**src/design/mfpg_pkg.sv**
```systemverilog
// mfpg_pkg: shared types, codes, tables and fixed-point helpers for the MLP unit.
// No dependencies; imported by every module of the block.
package mfpg_pkg;

  localparam int unsigned WordW    = 16;
  localparam int unsigned AccW     = 40;
  localparam int unsigned FracBits = 12;
  localparam int unsigned ParAw    = 10;
  localparam int unsigned ActAw    = 6;
  localparam int unsigned GradAw   = 14;
  localparam int unsigned WIdxW    = 4;
  localparam int unsigned WCntW    = 5;
  localparam int unsigned CfgIdxW  = 3;
  localparam int unsigned CfgDataW = 5;

  localparam logic signed [WordW-1:0] OneWord = 16'sd4096;

  // commands of one input item
  localparam logic [1:0] CmdWrite  = 2'd0;
  localparam logic [1:0] CmdLoad   = 2'd1;
  localparam logic [1:0] CmdRdOut  = 2'd2;
  localparam logic [1:0] CmdRdGrad = 2'd3;

  // configuration register indexes
  localparam logic [CfgIdxW-1:0] CfgNumLayers = 3'd0;
  localparam logic [CfgIdxW-1:0] CfgWidth0    = 3'd1;
  localparam logic [CfgIdxW-1:0] CfgWidth1    = 3'd2;
  localparam logic [CfgIdxW-1:0] CfgWidth2    = 3'd3;
  localparam logic [CfgIdxW-1:0] CfgWidth3    = 3'd4;

  // datapath select codes
  localparam logic [1:0] WselIn    = 2'd0;
  localparam logic [1:0] WselWord  = 2'd1;
  localparam logic [1:0] WselTanh  = 2'd2;
  localparam logic       DerOne    = 1'b0;
  localparam logic       DerLut    = 1'b1;
  localparam logic [1:0] MulActPar = 2'd0;
  localparam logic [1:0] MulBvDer  = 2'd1;
  localparam logic [1:0] MulTjAct  = 2'd2;
  localparam logic [1:0] MulTjPar  = 2'd3;
  localparam logic [1:0] AccNone   = 2'd0;
  localparam logic [1:0] AccClr    = 2'd1;
  localparam logic [1:0] AccProd   = 2'd2;
  localparam logic [1:0] AccBias   = 2'd3;
  localparam logic       SrcAcc    = 1'b0;
  localparam logic       SrcProd   = 1'b1;
  localparam logic       LutTanh   = 1'b0;
  localparam logic       LutDtanh  = 1'b1;
  localparam logic       OutAct    = 1'b0;
  localparam logic       OutGrad   = 1'b1;

  typedef struct packed {
    logic [1:0]              cmd;
    logic [ParAw-1:0]        param_index;
    logic [WIdxW-1:0]        elem_index;
    logic signed [WordW-1:0] value;
    logic                    last;
  } in_t;

  typedef struct packed {
    logic signed [WordW-1:0] read_value;
    logic                    is_read;
  } out_t;

  typedef struct packed {
    logic [2:0]                  nl;
    logic [3:0][WCntW-1:0]       w;
    logic [3:0][ParAw-1:0]       offw;
    logic [3:0][ParAw-1:0]       offb;
    logic [WCntW-1:0]            wout;
    logic [ParAw-1:0]            npar;
  } geom_t;

  typedef struct packed {
    logic              par_we;
    logic              par_re;
    logic [ParAw-1:0]  par_addr;
    logic              act_we;
    logic              act_re;
    logic [1:0]        act_wsel;
    logic [ActAw-1:0]  act_addr;
    logic              der_we;
    logic              der_re;
    logic              der_wsel;
    logic [ActAw-1:0]  der_addr;
    logic              grad_we;
    logic              grad_re;
    logic [GradAw-1:0] grad_addr;
    logic              mul_en;
    logic [1:0]        mul_sel;
    logic [1:0]        acc_op;
    logic              word_en;
    logic              word_src;
    logic              lut_en;
    logic              lut_sel;
    logic [WIdxW-1:0]  vidx;
    logic [WIdxW-1:0]  iidx;
    logic              bv_init;
    logic              bv_we;
    logic              tj_we;
    logic              out_load;
    logic              out_isrd;
    logic              out_src;
  } dp_cmd_t;

  // tanh in Q16 and its derivative in Q15, sampled at x = 0, 0.25, ... 4
  localparam logic [15:0] TanhTab [17] = '{
    16'd0, 16'd16051, 16'd30285, 16'd41625, 16'd49912, 16'd55593, 16'd59320,
    16'd61694, 16'd63178, 16'd64096, 16'd64659, 16'd65000, 16'd65212,
    16'd65339, 16'd65417, 16'd65463, 16'd65492};
  localparam logic [15:0] DtanhTab [17] = '{
    16'd32768, 16'd30802, 16'd25770, 16'd19549, 16'd13762, 16'd9189,
    16'd5921, 16'd3729, 16'd2312, 16'd1425, 16'd871, 16'd534, 16'd323,
    16'd196, 16'd119, 16'd72, 16'd44};

  // saturating 40-bit add
  function automatic logic signed [AccW-1:0] sat_add(input logic signed [AccW-1:0] a,
                                                     input logic signed [AccW-1:0] b);
    logic signed [AccW:0] r;
    r = {a[AccW-1], a} + {b[AccW-1], b};
    if (r[AccW] != r[AccW-1]) begin
      return r[AccW] ? {1'b1, {(AccW-1){1'b0}}} : {1'b0, {(AccW-1){1'b1}}};
    end
    return r[AccW-1:0];
  endfunction

  // round half up to a word, then saturate
  function automatic logic signed [WordW-1:0] to_word(input logic signed [AccW-1:0] a);
    logic signed [AccW:0]          r;
    logic signed [AccW-FracBits:0] s;
    r = {a[AccW-1], a} + (AccW+1)'(1 << (FracBits - 1));
    s = r[AccW:FracBits];
    if (s > 32767) return 16'sh7fff;
    if (s < -32768) return 16'sh8000;
    return s[WordW-1:0];
  endfunction

  // interpolated table value of |x|
  function automatic logic [WordW-1:0] lut(input logic signed [WordW-1:0] x,
                                            input logic sel);
    logic [WordW:0]  a;
    logic [5:0]      seg;
    logic [10:0]     f;
    logic [15:0]     t0;
    logic [15:0]     t1;
    logic [28:0]     num;
    a   = x[WordW-1] ? (17'd0 - {1'b1, x}) : {1'b0, x};
    seg = a[16:11];
    f   = a[10:0];
    if (seg >= 6'd16) begin
      t0  = sel ? DtanhTab[16] : TanhTab[16];
      num = 29'(t0) << 11;
    end else begin
      t0  = sel ? DtanhTab[seg[3:0]] : TanhTab[seg[3:0]];
      t1  = sel ? DtanhTab[5'(seg[3:0]) + 5'd1] : TanhTab[5'(seg[3:0]) + 5'd1];
      num = 29'(t0) * 29'(12'd2048 - 12'(f)) + 29'(t1) * 29'(f);
    end
    num = num + 29'd16384;
    return 16'(num >> 15);
  endfunction

endpackage

```
**src/design/mfpg_geom.sv**
```systemverilog
// mfpg_geom: configuration registers and derived layer geometry (clamped widths,
// packed parameter offsets, parameter count). Depends on mfpg_pkg.
module mfpg_geom (
  input  logic                           clk_i,
  input  logic                           rst_ni,
  input  logic                           cfg_we_i,
  input  logic [mfpg_pkg::CfgIdxW-1:0]   cfg_idx_i,
  input  logic [mfpg_pkg::CfgDataW-1:0]  cfg_wdata_i,
  output mfpg_pkg::geom_t                geom_o
);
  import mfpg_pkg::*;

  logic [2:0]       nl_q;
  logic [WCntW-1:0] w_q [4];
  logic [WCntW-1:0] wc  [4];
  logic [2:0]       nlc;
  logic [1:0]       top_idx;

  always_ff @(posedge clk_i or negedge rst_ni) begin
    if (!rst_ni) begin
      nl_q   <= 3'd3;
      w_q[0] <= 5'd4;
      w_q[1] <= 5'd8;
      w_q[2] <= 5'd1;
      w_q[3] <= 5'd1;
    end else if (cfg_we_i) begin
      priority case (cfg_idx_i)
        CfgNumLayers: nl_q   <= cfg_wdata_i[2:0];
        CfgWidth0:    w_q[0] <= cfg_wdata_i;
        CfgWidth1:    w_q[1] <= cfg_wdata_i;
        CfgWidth2:    w_q[2] <= cfg_wdata_i;
        CfgWidth3:    w_q[3] <= cfg_wdata_i;
        default: ;
      endcase
    end
  end

  always_comb begin
    nlc = (nl_q < 3'd2) ? 3'd2 : ((nl_q > 3'd4) ? 3'd4 : nl_q);
    for (int e = 0; e < 4; e++) begin
      wc[e] = (w_q[e] == 5'd0) ? 5'd1 : ((w_q[e] > 5'd16) ? 5'd16 : w_q[e]);
      geom_o.w[e] = wc[e];
    end
    geom_o.nl      = nlc;
    geom_o.offw[0] = '0;
    geom_o.offb[3] = '0;
    for (int t = 0; t < 3; t++) begin
      geom_o.offb[t]   = geom_o.offw[t] + 10'(wc[t+1]) * 10'(wc[t]);
      geom_o.offw[t+1] = geom_o.offb[t] + 10'(wc[t+1]);
    end
    top_idx      = 2'(nlc - 3'd1);
    geom_o.wout  = wc[top_idx];
    geom_o.npar  = geom_o.offw[top_idx];
  end

endmodule

```
**config.mk**
```make
export PLATFORM = sky130hd
export DESIGN_NAME = mfpg_geom
export DESIGN_NICKNAME = d
export VERILOG_FILES = /design/src/design/mfpg_pkg.sv /design/src/design/mfpg_geom.sv
export SDC_FILE = /design/constraint.sdc
export NUM_CORES = 1
export LEC_CHECK = 0
export ABC_AREA = 1
export BUFFER_PORTS_ARGS = -buffer_cell sky130_fd_sc_hd__buf_2
export CAP_MARGIN = 20
export CORE_MARGIN = 2
export CORE_UTILIZATION = 50
export DETAILED_ROUTE_END_ITERATION = 16
export GPL_ROUTABILITY_DRIVEN = 0
export GPL_TIMING_DRIVEN = 0
export PLACE_DENSITY = 0.88
export SYNTH_ARGS = -nofsm -noshare
export SYNTH_HDL_FRONTEND = slang
export SYNTH_SLANG_ARGS = --single-unit
```
**constraint.sdc**
```tcl
create_clock -name clk_i -period 9.96 [get_ports clk_i]
set_input_delay 0.996 -clock clk_i [delete_from_list [all_inputs] [get_ports clk_i]]
set_output_delay 0.996 -clock clk_i [all_outputs]
set_load 0.01 [all_outputs]
```
==> impl_metrics.csv <==
group,metric,value,unit
yosys,synthDistinctLibCells,42,
yosys,yosysTopAreaCellShare,17.9,%
yosys,synth_top_cell_by_area,"fa_1",
yosys,synthAdderAreaFrac,33.7,%
sta,fin_crit,10.79,ns
setup_path,critPathLaunchType,"register",
sta,drv_slew,0,
setup_path,regToRegEndpoint,"w_q[9]",
global_route,grt_pass1_wl,25.7,mm
clock_tree,cts-root-buf,"clkbuf_8",
hold_path,whs_path_depth,2,
setup_path,cpPeakStageDelay,0.63,ns
floorplanning,die_x,105,um
placement,hpwl,12.6,mm
yosys,muxShareOfSynthArea,0,%
floorplanning,die_h,105,um
final_layout,fin_area,7170,um2
detailed_routing,routed_wl,19.3,mm
yosys,synth-main-ff-cell,"dfrtp_1",
setup_path,cp_max_fo,5,
setup_path,setup.worst_path.start,"w_q[13]",
floorplanning,ios,129,
detailed_routing,dr.first_iter.drc_count,686,
floorplanning,dieArea,11100,um2
hold_path,holdCritStartpoint,"w_q[5]",
yosys,yosys.area_share.simple,25.5,%
yosys,yosys_warnings,0,
placement,dpl-instance-area,6220,um2
sta,finalHoldViolCount,0,
floorplanning,rows,37,
yosys,synth_xor_area_share,5.25,%
yosys,synth_seq_area_share,11.3,%
clock_tree,tritoncts,"yes",
final_layout,drive_above_1_share,38.3,%
sta,max_clock_freq,92.7,MHz
setup_path,crit_arrival,9.79,ns
sta,timing.final.ws_setup,-0.829,ns
setup_path,crit_slowest_cell,"fa_2",
floorplanning,start_util,50.8,%
yosys,syn_area_per_cell,7.18,um2
yosys,synth_seq_cells,23,
yosys,async_flop_share,100,%
yosys,syn_inst,717,
yosys,synth-edff-count,0,
floorplanning,core-area,10100,um2
run,cap_violations,0,
detailed_routing,vias,5874,
setup_path,cp-end-kind,"output port",
setup_path,crit_buf_inv,7,
yosys,synth_top_family_by_area,"adder cells",
setup_path,cp.required,8.96,ns
yosys,syn_area,5150,um2
global_route,grt.total_usage,29.0,%
detailed_routing,first_pass_iters,8,
final_layout,area_delta_synth_final,39.2,%
setup_path,r2r_start,"w_q[9]",
final_layout,n_antenna_cell,0,
outcome,status,"finished with violations",
sta,fin_crit_sh,108,%
global_route,grt_start_max_net_pins,24,
yosys,synth_area_leaders,"fa_1 18%, ha_1 16%, nand2_1 11%",
detailed_routing,vias_per_cell,5.66,
sta,finalSetupViolCount,18,
detailed_routing,ant_nets,0,
setup_path,r2r_slack,8.71,ns
sta,slew-limit-headroom,31.1,%
global_route,antenna_found_initial,0,
hold_path,min_to,"w_q[5]",
placement,port_buffers,108,
setup_path,reg2regPathDepth,3,
setup_path,crit_type,"register to output port",
outcome,violations,"setup timing",
clock_tree,path_clk_slew,0.08,ns
final_layout,nets,1024,
yosys,synth_compound_area_share,9.19,%
global_route,grt_pass1_vias,5447,
clock_tree,h-tree-depth,1,
sta,skew,0,ns
sta,worst_pin_slew,1.03,ns
detailed_routing,wl_per_cell,18.6,um
clock_tree,cts.path.max_buffers,2,
clock_tree,clkLatencyLatePin,0.26,ns
clock_tree,cts_buffers,3,
sta,rsz0062_at_grt,"true",
detailed_routing,drc,0,
setup_path,cp_top_family,"adder cells",
global_route,grt_overflow,0,
hold_path,min_path_type,"register to register",
clock_tree,cts_sinks,23,
routing by layer:
metal | global-route usage [%] | vias up | routed length, um
met4 | 15.1 | 0 | 1750
met2 | 50.4 | 450 | 8930
met1 | 35.8 | 2700 | 6530
met5 | 0 | - | 0
met3 | 2.66 | 181 | 2070
li1 | - | 2543 | -
layout make-up:
cell class                 count  area, um2
clock inverter                 1       5.00
clock buffer                   3       41.3
inverter                     156        626
timing repair buffer         161       1010
fill                         683       2970
multi-input combinational    529       4550
sequential                    23        586
tap                          136        170
buffer                        28        183
layout by cell type, fill, tap and decap left out, types with 5 or more instances in the layout:
| master | n |
|---|---|
| nand2_1 | 142 |
| inv_1 | 123 |
| buf_2 | 104 |
| buf_4 | 66 |
| nor2_1 | 49 |
| ha_1 | 47 |
| fa_1 | 43 |
| o21ai_0 | 28 |
| inv_2 | 25 |
| nand2_2 | 24 |
| nand3_1 | 21 |
| conb_1 | 20 |
| ha_4 | 18 |
| a21oi_1 | 15 |
| dfrtp_1 | 15 |
| nand3_2 | 13 |
| buf_6 | 10 |
| xor2_1 | 9 |
| nand2_4 | 8 |
| xor2_4 | 8 |
| nor2_2 | 7 |
| a21oi_2 | 7 |
| clkbuf_1 | 6 |
| nand4_1 | 6 |
| dfstp_2 | 6 |
| xnor2_1 | 5 |
worst max path at each step:
stage                 endpoint  slack (ns)  cells past startpoint
global route        geom_o[94]       -1.07                     44
CTS                  geom_o[8]       -0.38                     36
finish              geom_o[94]       -0.83                     44
global placement     geom_o[8]       -0.80                     34
floorplan            geom_o[8]       -0.07                     40
detailed placement   geom_o[8]       -0.86                     34
cell usage after synthesis, types with 5 or more instances:
library cell / count
nand4_1: 6
dfstp_2: 6
o22ai_1: 5
nor2_1: 56
nand3_2: 10
xnor2_1: 9
nand2_2: 17
fa_1: 46
inv_2: 12
inv_1: 140
dfrtp_1: 17
nand3_1: 25
clkbuf_1: 7
o21ai_0: 33
xor2_1: 20
ha_1: 65
buf_4: 20
nand2_1: 155
a21oi_1: 22
flip-flops by register name, indices dropped and copies added (netlist names):
name and count:
nl_q 3, w_q 20
tightest hold or removal path: stages, from the launching register on:
cell and delay [ns]:
dfstp_2 0.37, nand2_1 0.05, o21ai_0 0.07
stage by stage:
stage / worst slack (ns) / util [%] / TNS, ns / hold WS (ns) / std cells
global placement: -0.797 / 61.4 / -8.80 / 0.478 / 980
global route: -1.07 / 70.7 / -12.86 / 0.535 / 1037
finish: -0.829 / 70.7 / -9.30 / 0.498 / 1037
CTS: -0.377 / 65.7 / -3.09 / 0.498 / 1009
detailed placement: -0.857 / 61.4 / -9.84 / 0.486 / 980
floorplan: -0.0731 / - / -0.155 / 0.469 / 736
kinds of logic (layout without fill, tap and decap cells):
logic type | count (synthesis) | in the layout
AO/OA/AOI/OAI | 81 | 81
adder cells (fa/ha/maj) | 111 | 111
AND/OR/NAND/NOR | 287 | 287
flip-flops | 23 | 23
other | 1 | 20
buffers and inverters | 184 | 349
XOR/XNOR | 30 | 30
timing repair:
action	in CTS	in global routing
endpoints found under the setup margin	20	19
hold buffers	0	0
buffers inserted	25	28
resized for setup	39	55
pin swaps	40	31
Power is left out: the tool's default activity adds up to more than one toggle a clock period on the data nets, which glitch-free logic cannot reach.
