### src/design/mfpg_pkg.sv
// mfpg_pkg: shared types, codes, tables and fixed-point helpers for the MLP unit.
// No dependencies; imported by every module of the block.
package mfpg_pkg;

  localparam int unsigned WordW    = 16;
  localparam int unsigned AccW     = 40;
  localparam int unsigned FracBits = 12;
  localparam int unsigned ParAw    = 10;
  localparam int unsigned ActAw    = 6;
  localparam int unsigned GradAw   = 14;
  localparam int unsigned WIdxW    = 4;
  localparam int unsigned WCntW    = 5;
  localparam int unsigned CfgIdxW  = 3;
  localparam int unsigned CfgDataW = 5;

  localparam logic signed [WordW-1:0] OneWord = 16'sd4096;

  // commands of one input item
  localparam logic [1:0] CmdWrite  = 2'd0;
  localparam logic [1:0] CmdLoad   = 2'd1;
  localparam logic [1:0] CmdRdOut  = 2'd2;
  localparam logic [1:0] CmdRdGrad = 2'd3;

  // configuration register indexes
  localparam logic [CfgIdxW-1:0] CfgNumLayers = 3'd0;
  localparam logic [CfgIdxW-1:0] CfgWidth0    = 3'd1;
  localparam logic [CfgIdxW-1:0] CfgWidth1    = 3'd2;
  localparam logic [CfgIdxW-1:0] CfgWidth2    = 3'd3;
  localparam logic [CfgIdxW-1:0] CfgWidth3    = 3'd4;

  // datapath select codes
  localparam logic [1:0] WselIn    = 2'd0;
  localparam logic [1:0] WselWord  = 2'd1;
  localparam logic [1:0] WselTanh  = 2'd2;
  localparam logic       DerOne    = 1'b0;
  localparam logic       DerLut    = 1'b1;
  localparam logic [1:0] MulActPar = 2'd0;
  localparam logic [1:0] MulBvDer  = 2'd1;
  localparam logic [1:0] MulTjAct  = 2'd2;
  localparam logic [1:0] MulTjPar  = 2'd3;
  localparam logic [1:0] AccNone   = 2'd0;
  localparam logic [1:0] AccClr    = 2'd1;
  localparam logic [1:0] AccProd   = 2'd2;
  localparam logic [1:0] AccBias   = 2'd3;
  localparam logic       SrcAcc    = 1'b0;
  localparam logic       SrcProd   = 1'b1;
  localparam logic       LutTanh   = 1'b0;
  localparam logic       LutDtanh  = 1'b1;
  localparam logic       OutAct    = 1'b0;
  localparam logic       OutGrad   = 1'b1;

  typedef struct packed {
    logic [1:0]              cmd;
    logic [ParAw-1:0]        param_index;
    logic [WIdxW-1:0]        elem_index;
    logic signed [WordW-1:0] value;
    logic                    last;
  } in_t;

  typedef struct packed {
    logic signed [WordW-1:0] read_value;
    logic                    is_read;
  } out_t;

  typedef struct packed {
    logic [2:0]                  nl;
    logic [3:0][WCntW-1:0]       w;
    logic [3:0][ParAw-1:0]       offw;
    logic [3:0][ParAw-1:0]       offb;
    logic [WCntW-1:0]            wout;
    logic [ParAw-1:0]            npar;
  } geom_t;

  typedef struct packed {
    logic              par_we;
    logic              par_re;
    logic [ParAw-1:0]  par_addr;
    logic              act_we;
    logic              act_re;
    logic [1:0]        act_wsel;
    logic [ActAw-1:0]  act_addr;
    logic              der_we;
    logic              der_re;
    logic              der_wsel;
    logic [ActAw-1:0]  der_addr;
    logic              grad_we;
    logic              grad_re;
    logic [GradAw-1:0] grad_addr;
    logic              mul_en;
    logic [1:0]        mul_sel;
    logic [1:0]        acc_op;
    logic              word_en;
    logic              word_src;
    logic              lut_en;
    logic              lut_sel;
    logic [WIdxW-1:0]  vidx;
    logic [WIdxW-1:0]  iidx;
    logic              bv_init;
    logic              bv_we;
    logic              tj_we;
    logic              out_load;
    logic              out_isrd;
    logic              out_src;
  } dp_cmd_t;

  // tanh in Q16 and its derivative in Q15, sampled at x = 0, 0.25, ... 4
  localparam logic [15:0] TanhTab [17] = '{
    16'd0, 16'd16051, 16'd30285, 16'd41625, 16'd49912, 16'd55593, 16'd59320,
    16'd61694, 16'd63178, 16'd64096, 16'd64659, 16'd65000, 16'd65212,
    16'd65339, 16'd65417, 16'd65463, 16'd65492};
  localparam logic [15:0] DtanhTab [17] = '{
    16'd32768, 16'd30802, 16'd25770, 16'd19549, 16'd13762, 16'd9189,
    16'd5921, 16'd3729, 16'd2312, 16'd1425, 16'd871, 16'd534, 16'd323,
    16'd196, 16'd119, 16'd72, 16'd44};

  // saturating 40-bit add
  function automatic logic signed [AccW-1:0] sat_add(input logic signed [AccW-1:0] a,
                                                     input logic signed [AccW-1:0] b);
    logic signed [AccW:0] r;
    r = {a[AccW-1], a} + {b[AccW-1], b};
    if (r[AccW] != r[AccW-1]) begin
      return r[AccW] ? {1'b1, {(AccW-1){1'b0}}} : {1'b0, {(AccW-1){1'b1}}};
    end
    return r[AccW-1:0];
  endfunction

  // round half up to a word, then saturate
  function automatic logic signed [WordW-1:0] to_word(input logic signed [AccW-1:0] a);
    logic signed [AccW:0]          r;
    logic signed [AccW-FracBits:0] s;
    r = {a[AccW-1], a} + (AccW+1)'(1 << (FracBits - 1));
    s = r[AccW:FracBits];
    if (s > 32767) return 16'sh7fff;
    if (s < -32768) return 16'sh8000;
    return s[WordW-1:0];
  endfunction

  // interpolated table value of |x|
  function automatic logic [WordW-1:0] lut(input logic signed [WordW-1:0] x,
                                            input logic sel);
    logic [WordW:0]  a;
    logic [5:0]      seg;
    logic [10:0]     f;
    logic [15:0]     t0;
    logic [15:0]     t1;
    logic [28:0]     num;
    a   = x[WordW-1] ? (17'd0 - {1'b1, x}) : {1'b0, x};
    seg = a[16:11];
    f   = a[10:0];
    if (seg >= 6'd16) begin
      t0  = sel ? DtanhTab[16] : TanhTab[16];
      num = 29'(t0) << 11;
    end else begin
      t0  = sel ? DtanhTab[seg[3:0]] : TanhTab[seg[3:0]];
      t1  = sel ? DtanhTab[5'(seg[3:0]) + 5'd1] : TanhTab[5'(seg[3:0]) + 5'd1];
      num = 29'(t0) * 29'(12'd2048 - 12'(f)) + 29'(t1) * 29'(f);
    end
    num = num + 29'd16384;
    return 16'(num >> 15);
  endfunction

endpackage

### src/design/mfpg_ctrl.sv
// mfpg_ctrl: sequencer for command handling, forward and backward passes, and
// the result pending/output handshake. Depends on mfpg_pkg; drives mfpg_dp.
module mfpg_ctrl (
  input  logic              clk_i,
  input  logic              rst_ni,
  input  mfpg_pkg::geom_t   geom_i,
  input  logic              in_valid_i,
  output logic              in_ready_o,
  input  mfpg_pkg::in_t     in_data_i,
  output logic              out_valid_o,
  input  logic              out_ready_i,
  output mfpg_pkg::dp_cmd_t cmd_o
);
  import mfpg_pkg::*;

  localparam logic [4:0] SIdle   = 5'd0;
  localparam logic [4:0] SFinit  = 5'd1;
  localparam logic [4:0] SFneu   = 5'd2;
  localparam logic [4:0] SFrd    = 5'd3;
  localparam logic [4:0] SFmul   = 5'd4;
  localparam logic [4:0] SFacc   = 5'd5;
  localparam logic [4:0] SFbrd   = 5'd6;
  localparam logic [4:0] SFbacc  = 5'd7;
  localparam logic [4:0] SFword  = 5'd8;
  localparam logic [4:0] SFwout  = 5'd9;
  localparam logic [4:0] SFlut   = 5'd10;
  localparam logic [4:0] SFwt    = 5'd11;
  localparam logic [4:0] SFwd    = 5'd12;
  localparam logic [4:0] SBinit  = 5'd13;
  localparam logic [4:0] SBtrd   = 5'd14;
  localparam logic [4:0] SBtmul  = 5'd15;
  localparam logic [4:0] SBtword = 5'd16;
  localparam logic [4:0] SBtw    = 5'd17;
  localparam logic [4:0] SBgrd   = 5'd18;
  localparam logic [4:0] SBgmul  = 5'd19;
  localparam logic [4:0] SBgword = 5'd20;
  localparam logic [4:0] SBgw    = 5'd21;
  localparam logic [4:0] SBpclr  = 5'd22;
  localparam logic [4:0] SBprd   = 5'd23;
  localparam logic [4:0] SBpmul  = 5'd24;
  localparam logic [4:0] SBpacc  = 5'd25;
  localparam logic [4:0] SBpword = 5'd26;
  localparam logic [4:0] SBpw    = 5'd27;

  logic [4:0]       state_q, state_d;
  logic [1:0]       lay_q, lay_d;
  logic [WCntW-1:0] j_q, j_d, k_q, k_d, i_q, i_d;
  logic             pend_q, pend_d, pend_isrd_q, pend_isrd_d, pend_src_q, pend_src_d;
  logic             out_valid_q, out_valid_d;

  logic             adv, in_fire, fwd_next;
  logic [1:0]       t_idx, nlm1;
  logic [WCntW-1:0] wt, wl;
  logic [ParAw-1:0] wj, pw, pb;
  logic             lastk, lastj, lasti, lastk0, last_layer;
  logic             rd_out_ok, rd_grad_ok;

  assign t_idx      = lay_q - 2'd1;
  assign nlm1       = 2'(geom_i.nl - 3'd1);
  assign wt         = geom_i.w[t_idx];
  assign wl         = geom_i.w[lay_q];
  assign wj         = 10'(wt) * 10'(j_q);
  assign pw         = geom_i.offw[t_idx] + 10'(k_q) + wj;
  assign pb         = geom_i.offb[t_idx] + 10'(j_q);
  assign lastk      = (k_q + 5'd1) == wt;
  assign lastj      = (j_q + 5'd1) == wl;
  assign lasti      = (i_q + 5'd1) == geom_i.wout;
  assign lastk0     = (k_q + 5'd1) == geom_i.w[0];
  assign last_layer = ({1'b0, lay_q} + 3'd1) == geom_i.nl;
  assign rd_out_ok  = {1'b0, in_data_i.elem_index} < geom_i.wout;
  assign rd_grad_ok = rd_out_ok && (in_data_i.param_index < geom_i.npar);

  assign adv        = !out_valid_q || out_ready_i;
  assign in_ready_o = (state_q == SIdle) && (!pend_q || adv);
  assign in_fire    = in_valid_i && in_ready_o;
  assign out_valid_o = out_valid_q;

  always_comb begin
    cmd_o       = '0;
    state_d     = state_q;
    lay_d       = lay_q;
    j_d         = j_q;
    k_d         = k_q;
    i_d         = i_q;
    fwd_next    = 1'b0;
    cmd_o.vidx  = j_q[WIdxW-1:0];
    cmd_o.iidx  = i_q[WIdxW-1:0];

    // result stage
    cmd_o.out_load = adv && pend_q;
    cmd_o.out_isrd = pend_isrd_q;
    cmd_o.out_src  = pend_src_q;
    out_valid_d    = adv ? pend_q : out_valid_q;
    pend_d         = in_fire ? 1'b1 : (adv ? 1'b0 : pend_q);
    pend_isrd_d    = pend_isrd_q;
    pend_src_d     = pend_src_q;

    unique case (state_q)
      SIdle: begin
        if (in_fire) begin
          pend_isrd_d = 1'b0;
          pend_src_d  = OutAct;
          unique case (in_data_i.cmd)
            CmdWrite: begin
              cmd_o.par_we   = 1'b1;
              cmd_o.par_addr = in_data_i.param_index;
            end
            CmdLoad: begin
              cmd_o.act_we   = 1'b1;
              cmd_o.act_wsel = WselIn;
              cmd_o.act_addr = {2'b00, in_data_i.elem_index};
              if (in_data_i.last) begin
                k_d     = '0;
                state_d = SFinit;
              end
            end
            CmdRdOut: begin
              cmd_o.act_re   = 1'b1;
              cmd_o.act_addr = {nlm1, in_data_i.elem_index};
              pend_isrd_d    = rd_out_ok;
            end
            default: begin
              cmd_o.grad_re   = 1'b1;
              cmd_o.grad_addr = {in_data_i.elem_index, in_data_i.param_index};
              pend_isrd_d     = rd_grad_ok;
              pend_src_d      = OutGrad;
            end
          endcase
        end
      end
      // input layer derivatives are 1.0
      SFinit: begin
        cmd_o.der_we   = 1'b1;
        cmd_o.der_wsel = DerOne;
        cmd_o.der_addr = {2'b00, k_q[WIdxW-1:0]};
        k_d = k_q + 5'd1;
        if (lastk0) begin
          lay_d   = 2'd1;
          j_d     = '0;
          state_d = SFneu;
        end
      end
      SFneu: begin
        cmd_o.acc_op = AccClr;
        k_d     = '0;
        state_d = SFrd;
      end
      SFrd: begin
        cmd_o.act_re   = 1'b1;
        cmd_o.act_addr = {t_idx, k_q[WIdxW-1:0]};
        cmd_o.par_re   = 1'b1;
        cmd_o.par_addr = pw;
        state_d = SFmul;
      end
      SFmul: begin
        cmd_o.mul_en  = 1'b1;
        cmd_o.mul_sel = MulActPar;
        state_d = SFacc;
      end
      SFacc: begin
        cmd_o.acc_op = AccProd;
        k_d     = k_q + 5'd1;
        state_d = lastk ? SFbrd : SFrd;
      end
      SFbrd: begin
        cmd_o.par_re   = 1'b1;
        cmd_o.par_addr = pb;
        state_d = SFbacc;
      end
      SFbacc: begin
        cmd_o.acc_op = AccBias;
        state_d = SFword;
      end
      SFword: begin
        cmd_o.word_en  = 1'b1;
        cmd_o.word_src = SrcAcc;
        state_d = last_layer ? SFwout : SFlut;
      end
      SFwout: begin
        cmd_o.act_we   = 1'b1;
        cmd_o.act_wsel = WselWord;
        cmd_o.act_addr = {lay_q, j_q[WIdxW-1:0]};
        cmd_o.der_we   = 1'b1;
        cmd_o.der_wsel = DerOne;
        cmd_o.der_addr = {lay_q, j_q[WIdxW-1:0]};
        fwd_next = 1'b1;
      end
      SFlut: begin
        cmd_o.lut_en  = 1'b1;
        cmd_o.lut_sel = LutTanh;
        state_d = SFwt;
      end
      SFwt: begin
        cmd_o.act_we   = 1'b1;
        cmd_o.act_wsel = WselTanh;
        cmd_o.act_addr = {lay_q, j_q[WIdxW-1:0]};
        cmd_o.lut_en   = 1'b1;
        cmd_o.lut_sel  = LutDtanh;
        state_d = SFwd;
      end
      SFwd: begin
        cmd_o.der_we   = 1'b1;
        cmd_o.der_wsel = DerLut;
        cmd_o.der_addr = {lay_q, j_q[WIdxW-1:0]};
        fwd_next = 1'b1;
      end
      SBinit: begin
        cmd_o.bv_init = 1'b1;
        lay_d   = nlm1;
        j_d     = '0;
        state_d = SBtrd;
      end
      SBtrd: begin
        cmd_o.der_re   = 1'b1;
        cmd_o.der_addr = {lay_q, j_q[WIdxW-1:0]};
        state_d = SBtmul;
      end
      SBtmul: begin
        cmd_o.mul_en  = 1'b1;
        cmd_o.mul_sel = MulBvDer;
        state_d = SBtword;
      end
      SBtword: begin
        cmd_o.word_en  = 1'b1;
        cmd_o.word_src = SrcProd;
        state_d = SBtw;
      end
      SBtw: begin
        cmd_o.tj_we     = 1'b1;
        cmd_o.grad_we   = 1'b1;
        cmd_o.grad_addr = {i_q[WIdxW-1:0], pb};
        k_d     = '0;
        state_d = SBgrd;
      end
      SBgrd: begin
        cmd_o.act_re   = 1'b1;
        cmd_o.act_addr = {t_idx, k_q[WIdxW-1:0]};
        state_d = SBgmul;
      end
      SBgmul: begin
        cmd_o.mul_en  = 1'b1;
        cmd_o.mul_sel = MulTjAct;
        state_d = SBgword;
      end
      SBgword: begin
        cmd_o.word_en  = 1'b1;
        cmd_o.word_src = SrcProd;
        state_d = SBgw;
      end
      SBgw: begin
        cmd_o.grad_we   = 1'b1;
        cmd_o.grad_addr = {i_q[WIdxW-1:0], pw};
        if (lastk) begin
          k_d = '0;
          if (lastj) begin
            j_d     = '0;
            state_d = SBpclr;
          end else begin
            j_d     = j_q + 5'd1;
            state_d = SBtrd;
          end
        end else begin
          k_d     = k_q + 5'd1;
          state_d = SBgrd;
        end
      end
      SBpclr: begin
        cmd_o.acc_op = AccClr;
        j_d     = '0;
        state_d = SBprd;
      end
      SBprd: begin
        cmd_o.par_re   = 1'b1;
        cmd_o.par_addr = pw;
        state_d = SBpmul;
      end
      SBpmul: begin
        cmd_o.mul_en  = 1'b1;
        cmd_o.mul_sel = MulTjPar;
        state_d = SBpacc;
      end
      SBpacc: begin
        cmd_o.acc_op = AccProd;
        if (lastj) begin
          state_d = SBpword;
        end else begin
          j_d     = j_q + 5'd1;
          state_d = SBprd;
        end
      end
      SBpword: begin
        cmd_o.word_en  = 1'b1;
        cmd_o.word_src = SrcAcc;
        state_d = SBpw;
      end
      SBpw: begin
        cmd_o.bv_we = 1'b1;
        cmd_o.vidx  = k_q[WIdxW-1:0];
        if (lastk) begin
          k_d = '0;
          if (lay_q == 2'd1) begin
            if (lasti) begin
              state_d = SIdle;
            end else begin
              i_d     = i_q + 5'd1;
              state_d = SBinit;
            end
          end else begin
            lay_d   = lay_q - 2'd1;
            j_d     = '0;
            state_d = SBtrd;
          end
        end else begin
          k_d     = k_q + 5'd1;
          state_d = SBpclr;
        end
      end
      default: state_d = SIdle;
    endcase

    // advance to the next forward neuron, layer, or the backward pass
    if (fwd_next) begin
      if (lastj) begin
        j_d = '0;
        if (last_layer) begin
          i_d     = '0;
          state_d = SBinit;
        end else begin
          lay_d   = lay_q + 2'd1;
          state_d = SFneu;
        end
      end else begin
        j_d     = j_q + 5'd1;
        state_d = SFneu;
      end
    end
  end

  always_ff @(posedge clk_i or negedge rst_ni) begin
    if (!rst_ni) begin
      state_q     <= SIdle;
      lay_q       <= '0;
      j_q         <= '0;
      k_q         <= '0;
      i_q         <= '0;
      pend_q      <= 1'b0;
      pend_isrd_q <= 1'b0;
      pend_src_q  <= OutAct;
      out_valid_q <= 1'b0;
    end else begin
      state_q     <= state_d;
      lay_q       <= lay_d;
      j_q         <= j_d;
      k_q         <= k_d;
      i_q         <= i_d;
      pend_q      <= pend_d;
      pend_isrd_q <= pend_isrd_d;
      pend_src_q  <= pend_src_d;
      out_valid_q <= out_valid_d;
    end
  end

endmodule

### config.mk
export PLATFORM = sky130hd
export DESIGN_NAME = mfpg_ctrl
export DESIGN_NICKNAME = d
export VERILOG_FILES = /design/src/design/mfpg_pkg.sv /design/src/design/mfpg_ctrl.sv
export SDC_FILE = /design/constraint.sdc
export NUM_CORES = 1
export LEC_CHECK = 0
export ABC_AREA = 0
export BUFFER_PORTS_ARGS = -buffer_cell sky130_fd_sc_hd__buf_4
export CAP_MARGIN = 20
export CORE_ASPECT_RATIO = 0.5
export CORE_MARGIN = 2
export CORE_UTILIZATION = 54
export DETAILED_ROUTE_END_ITERATION = 16
export PLACE_DENSITY = 0.89
export SLEW_MARGIN = 20
export SYNTH_ARGS = -nofsm -noshare
export SYNTH_HDL_FRONTEND = slang
export SYNTH_SLANG_ARGS = --single-unit
### constraint.sdc
create_clock -name clk_i -period 15.3 [get_ports clk_i]
set_input_delay 3.06 -clock clk_i [delete_from_list [all_inputs] [get_ports clk_i]]
set_output_delay 3.06 -clock clk_i [all_outputs]
set_load 0.02 [all_outputs]
==> results.toml <==
[status]
status = "complete, no violations"

[cts]
cts_made_buffers = 3
cts_root_buf = "clkbuf_16"
clock_latency_ns = 0.26
tritoncts = "done"
htreeDepth = 1
postCtsSetupRepairBufs = 0
cts.reportedPaths.clkPinSlew_ns = 0.07
clkSinkCount = 26
hold_buffers = 0
ctsResizeCount = 0
clock_path_buffers = 2

[place]
dp_hpwl_mm = 14.5
gp_congestion = 0.952
buffer_ports.inserted = 210

[synth]
yosys-top-cells-area = "dfrtp_1, ha_1, mux4_2, fa_1, xnor2_1"
ys_ff_latch = 26
async_reset_ff_frac = 1.00
synth.net_count = 883
synthesis.area_um2 = 5390
synth_edf_count = 0
syn_avg_cell_area_um2 = 8.21
synth_ff_type = "dfrtp_1"
synth_largest_area_cell = "dfrtp_1"
yosysWarnings = 0
synth-compound-area-share = 0.184
synthSimpleGateAreaFrac = 0.200
synth_top_area_share = 0.121
synthMuxAreaShare = 0.131
synth-xor-area-share = 0.0858
synth_top_family_by_area = "simple AND/OR/NAND/NOR gates"
synth_cells = 657
yosysSeqAreaShare = 0.121
yosys.cell_types.count = 58
synthAdderAreaFrac = 0.194

[floorplanning]
core_area_um2 = 9570
start_util = 0.563
die_y_um = 74.7
rows = 25
dieArea_um2 = 10900
dieWidth_um = 145
io_pins = 227

[routing]
dr.first_iter.drc_count = 590
first_pass_iters = 8
drc = 0
wire_per_inst_um = 18.5
vias_per_cell = 6.03
ant_nets = 0
wl_mm = 17.9
vias = 5832

[timing]
timing.final.max_slew_violations = 0
hold_slack_ns = 0.488
relSlewSlack = 0.331
worst_pin_slew_ns = 0.996
period_minus_slack_ns = 11.07
rsz0062_at_grt = "no"
fin_skew_ns = 0.00454
fmax_mhz = 90.3
fin_crit_sh = 0.724
setup_viol = 0
setup-tns-final_ns = 0
hold_violations = 0

[cells_and_area]
final_common_cell = "buf_4"
drive_gt1_frac = 0.300
diodes = 0
area_delta_synth_final_pct = 30.8
finish.utilization = 0.737
final_nets = 1059
most-common-layout-cells = "buf_4, inv_1, nand2_1"

[critical_path]
worstSetupStartpointType = "primary input"
reg2reg_to = "k_q[2]"
reg2reg_from = "lay_q[1]"
endpoint_kind = "primary output"
crit_type = "in2out"
crit_fanout = 6
required_ns = 12.24
crit_arrival_ns = 8.01
r2r_slack_ns = 11.68
r2r_cells = 11

[grt]
gr-total-overflow = 0
grt_pass1_vias = 5664
grt_antenna_before_repair = 0
grt_pass1_wl_mm = 28.0
gr-usage-all-layers = 0.323
grt_max_degree = 37

[pwr]
p_leak_uw = 0.00353
ir_worst_vdd_v = 0.0000929
powerDensity_nw_per_um2 = 157

[min_path]
holdPathStages = 1
min_path_type = "reg2reg"
hp-start = "pend_src_q"
hold_end = "pend_src_q"

[job]
cap_violations = 0
## worst max-delay path by stage
| stage | depth (start not counted) | end | startpoint | slack [ns] |
|---|---|---|---|---|
| final | 19 | cmd_o[32] | geom_i[98] | 4.23 |
| after global routing | 19 | cmd_o[32] | geom_i[98] | 4.07 |
| after global placement | 19 | cmd_o[32] | geom_i[98] | 4.41 |
| after floorplan | 17 | cmd_o[67] | geom_i[98] | 5.02 |
| after detailed placement | 19 | cmd_o[32] | geom_i[98] | 4.33 |
| after CTS | 19 | cmd_o[32] | geom_i[98] | 4.30 |
## worst max-delay path, stage by stage
cell and delay, ns:
buf_4 0.12, mux4_1 0.63, nand2_1 0.15, fa_1 0.44, fa_1 0.50, inv_1 0.06
fa_1 0.53, inv_1 0.06, fa_1 0.52, inv_1 0.04, ha_1 0.32, o21ai_0 0.14
a21boi_0 0.19, o21ai_0 0.26, a21oi_1 0.12, xnor2_1 0.34, a22oi_1 0.11, o21ai_0 0.21
buf_4 0.21
## synth_stat cells (3+ instances only)
cell       n
inv_1     69
nand2_1   66
ha_1      50
o21ai_0   45
nor2_1    43
xnor2_1   31
and2_1    26
dfrtp_1   26
mux4_2    26
clkbuf_1  25
a21oi_1   23
fa_1      21
xor2_1    20
nand2b_1  17
nand3_1   16
nor2b_1   14
nor3_1    12
a22oi_1   11
a21o_1    10
a222oi_1   8
buf_4      7
mux2i_1    7
or3_1      7
a22o_1     6
buf_2      6
o221ai_1   5
a221o_1    4
nand4_1    4
a211oi_1   3
a221oi_1   3
a31oi_1    3
o21a_1     3
o22ai_1    3
o31ai_1    3
## flip-flops by register name, summed over array words and instances, names as in the netlist
register	flops
i_q	5
j_q	5
k_q	5
state_q	5
lay_q	2
out_valid_o	1
pend_isrd_q	1
pend_q	1
pend_src_q	1
## cell type report
type / count / area, um^2
Timing Repair Buffer: 212 / 1590
Sequential cell: 26 / 652
Multi-Input combinational cell: 521 / 4290
Fill cell: 766 / 2520
Tap cell: 135 / 169
Inverter: 69 / 259
Clock buffer: 4 / 88.8
## through the flow
stage	cells	instance area, um^2	power [uW]	setup WS [ns]
global route	967	7050	1190	4.07
finish	967	7050	1110	4.23
floorplan	657	5390	767	5.02
CTS	967	7050	1090	4.30
detailed placement	963	6960	1020	4.33
global placement	963	6960	1000	4.41
## cells by family after synthesis
group	after synthesis
muxes	35
buffers and inverters	110
xor gates and xnor gates	52
adders and majority gates	71
DFF	26
and+or+nand+nor	216
AOI/OAI and AO/OA	147
## report_power, final
part / internal, uW / switching, uW / leakage [uW]
Combinational: 388 / 507 / 0.00313
Sequential: 84.8 / 65.7 / 0.000347
Clock: 40.1 / 24.2 / 0.0000442
## metal layers
layer / GRT usage / share of wire / up-vias
li1: - / - / 2670
met1: 0.414 / 0.39 / 2771
met2: 0.577 / 0.48 / 351
met3: 0.0606 / 0.10 / 40
met4: 0.0969 / 0.025 / 0
met5: 0 / 0 / -
No activity file was read; power rests on OpenSTA's default activity.
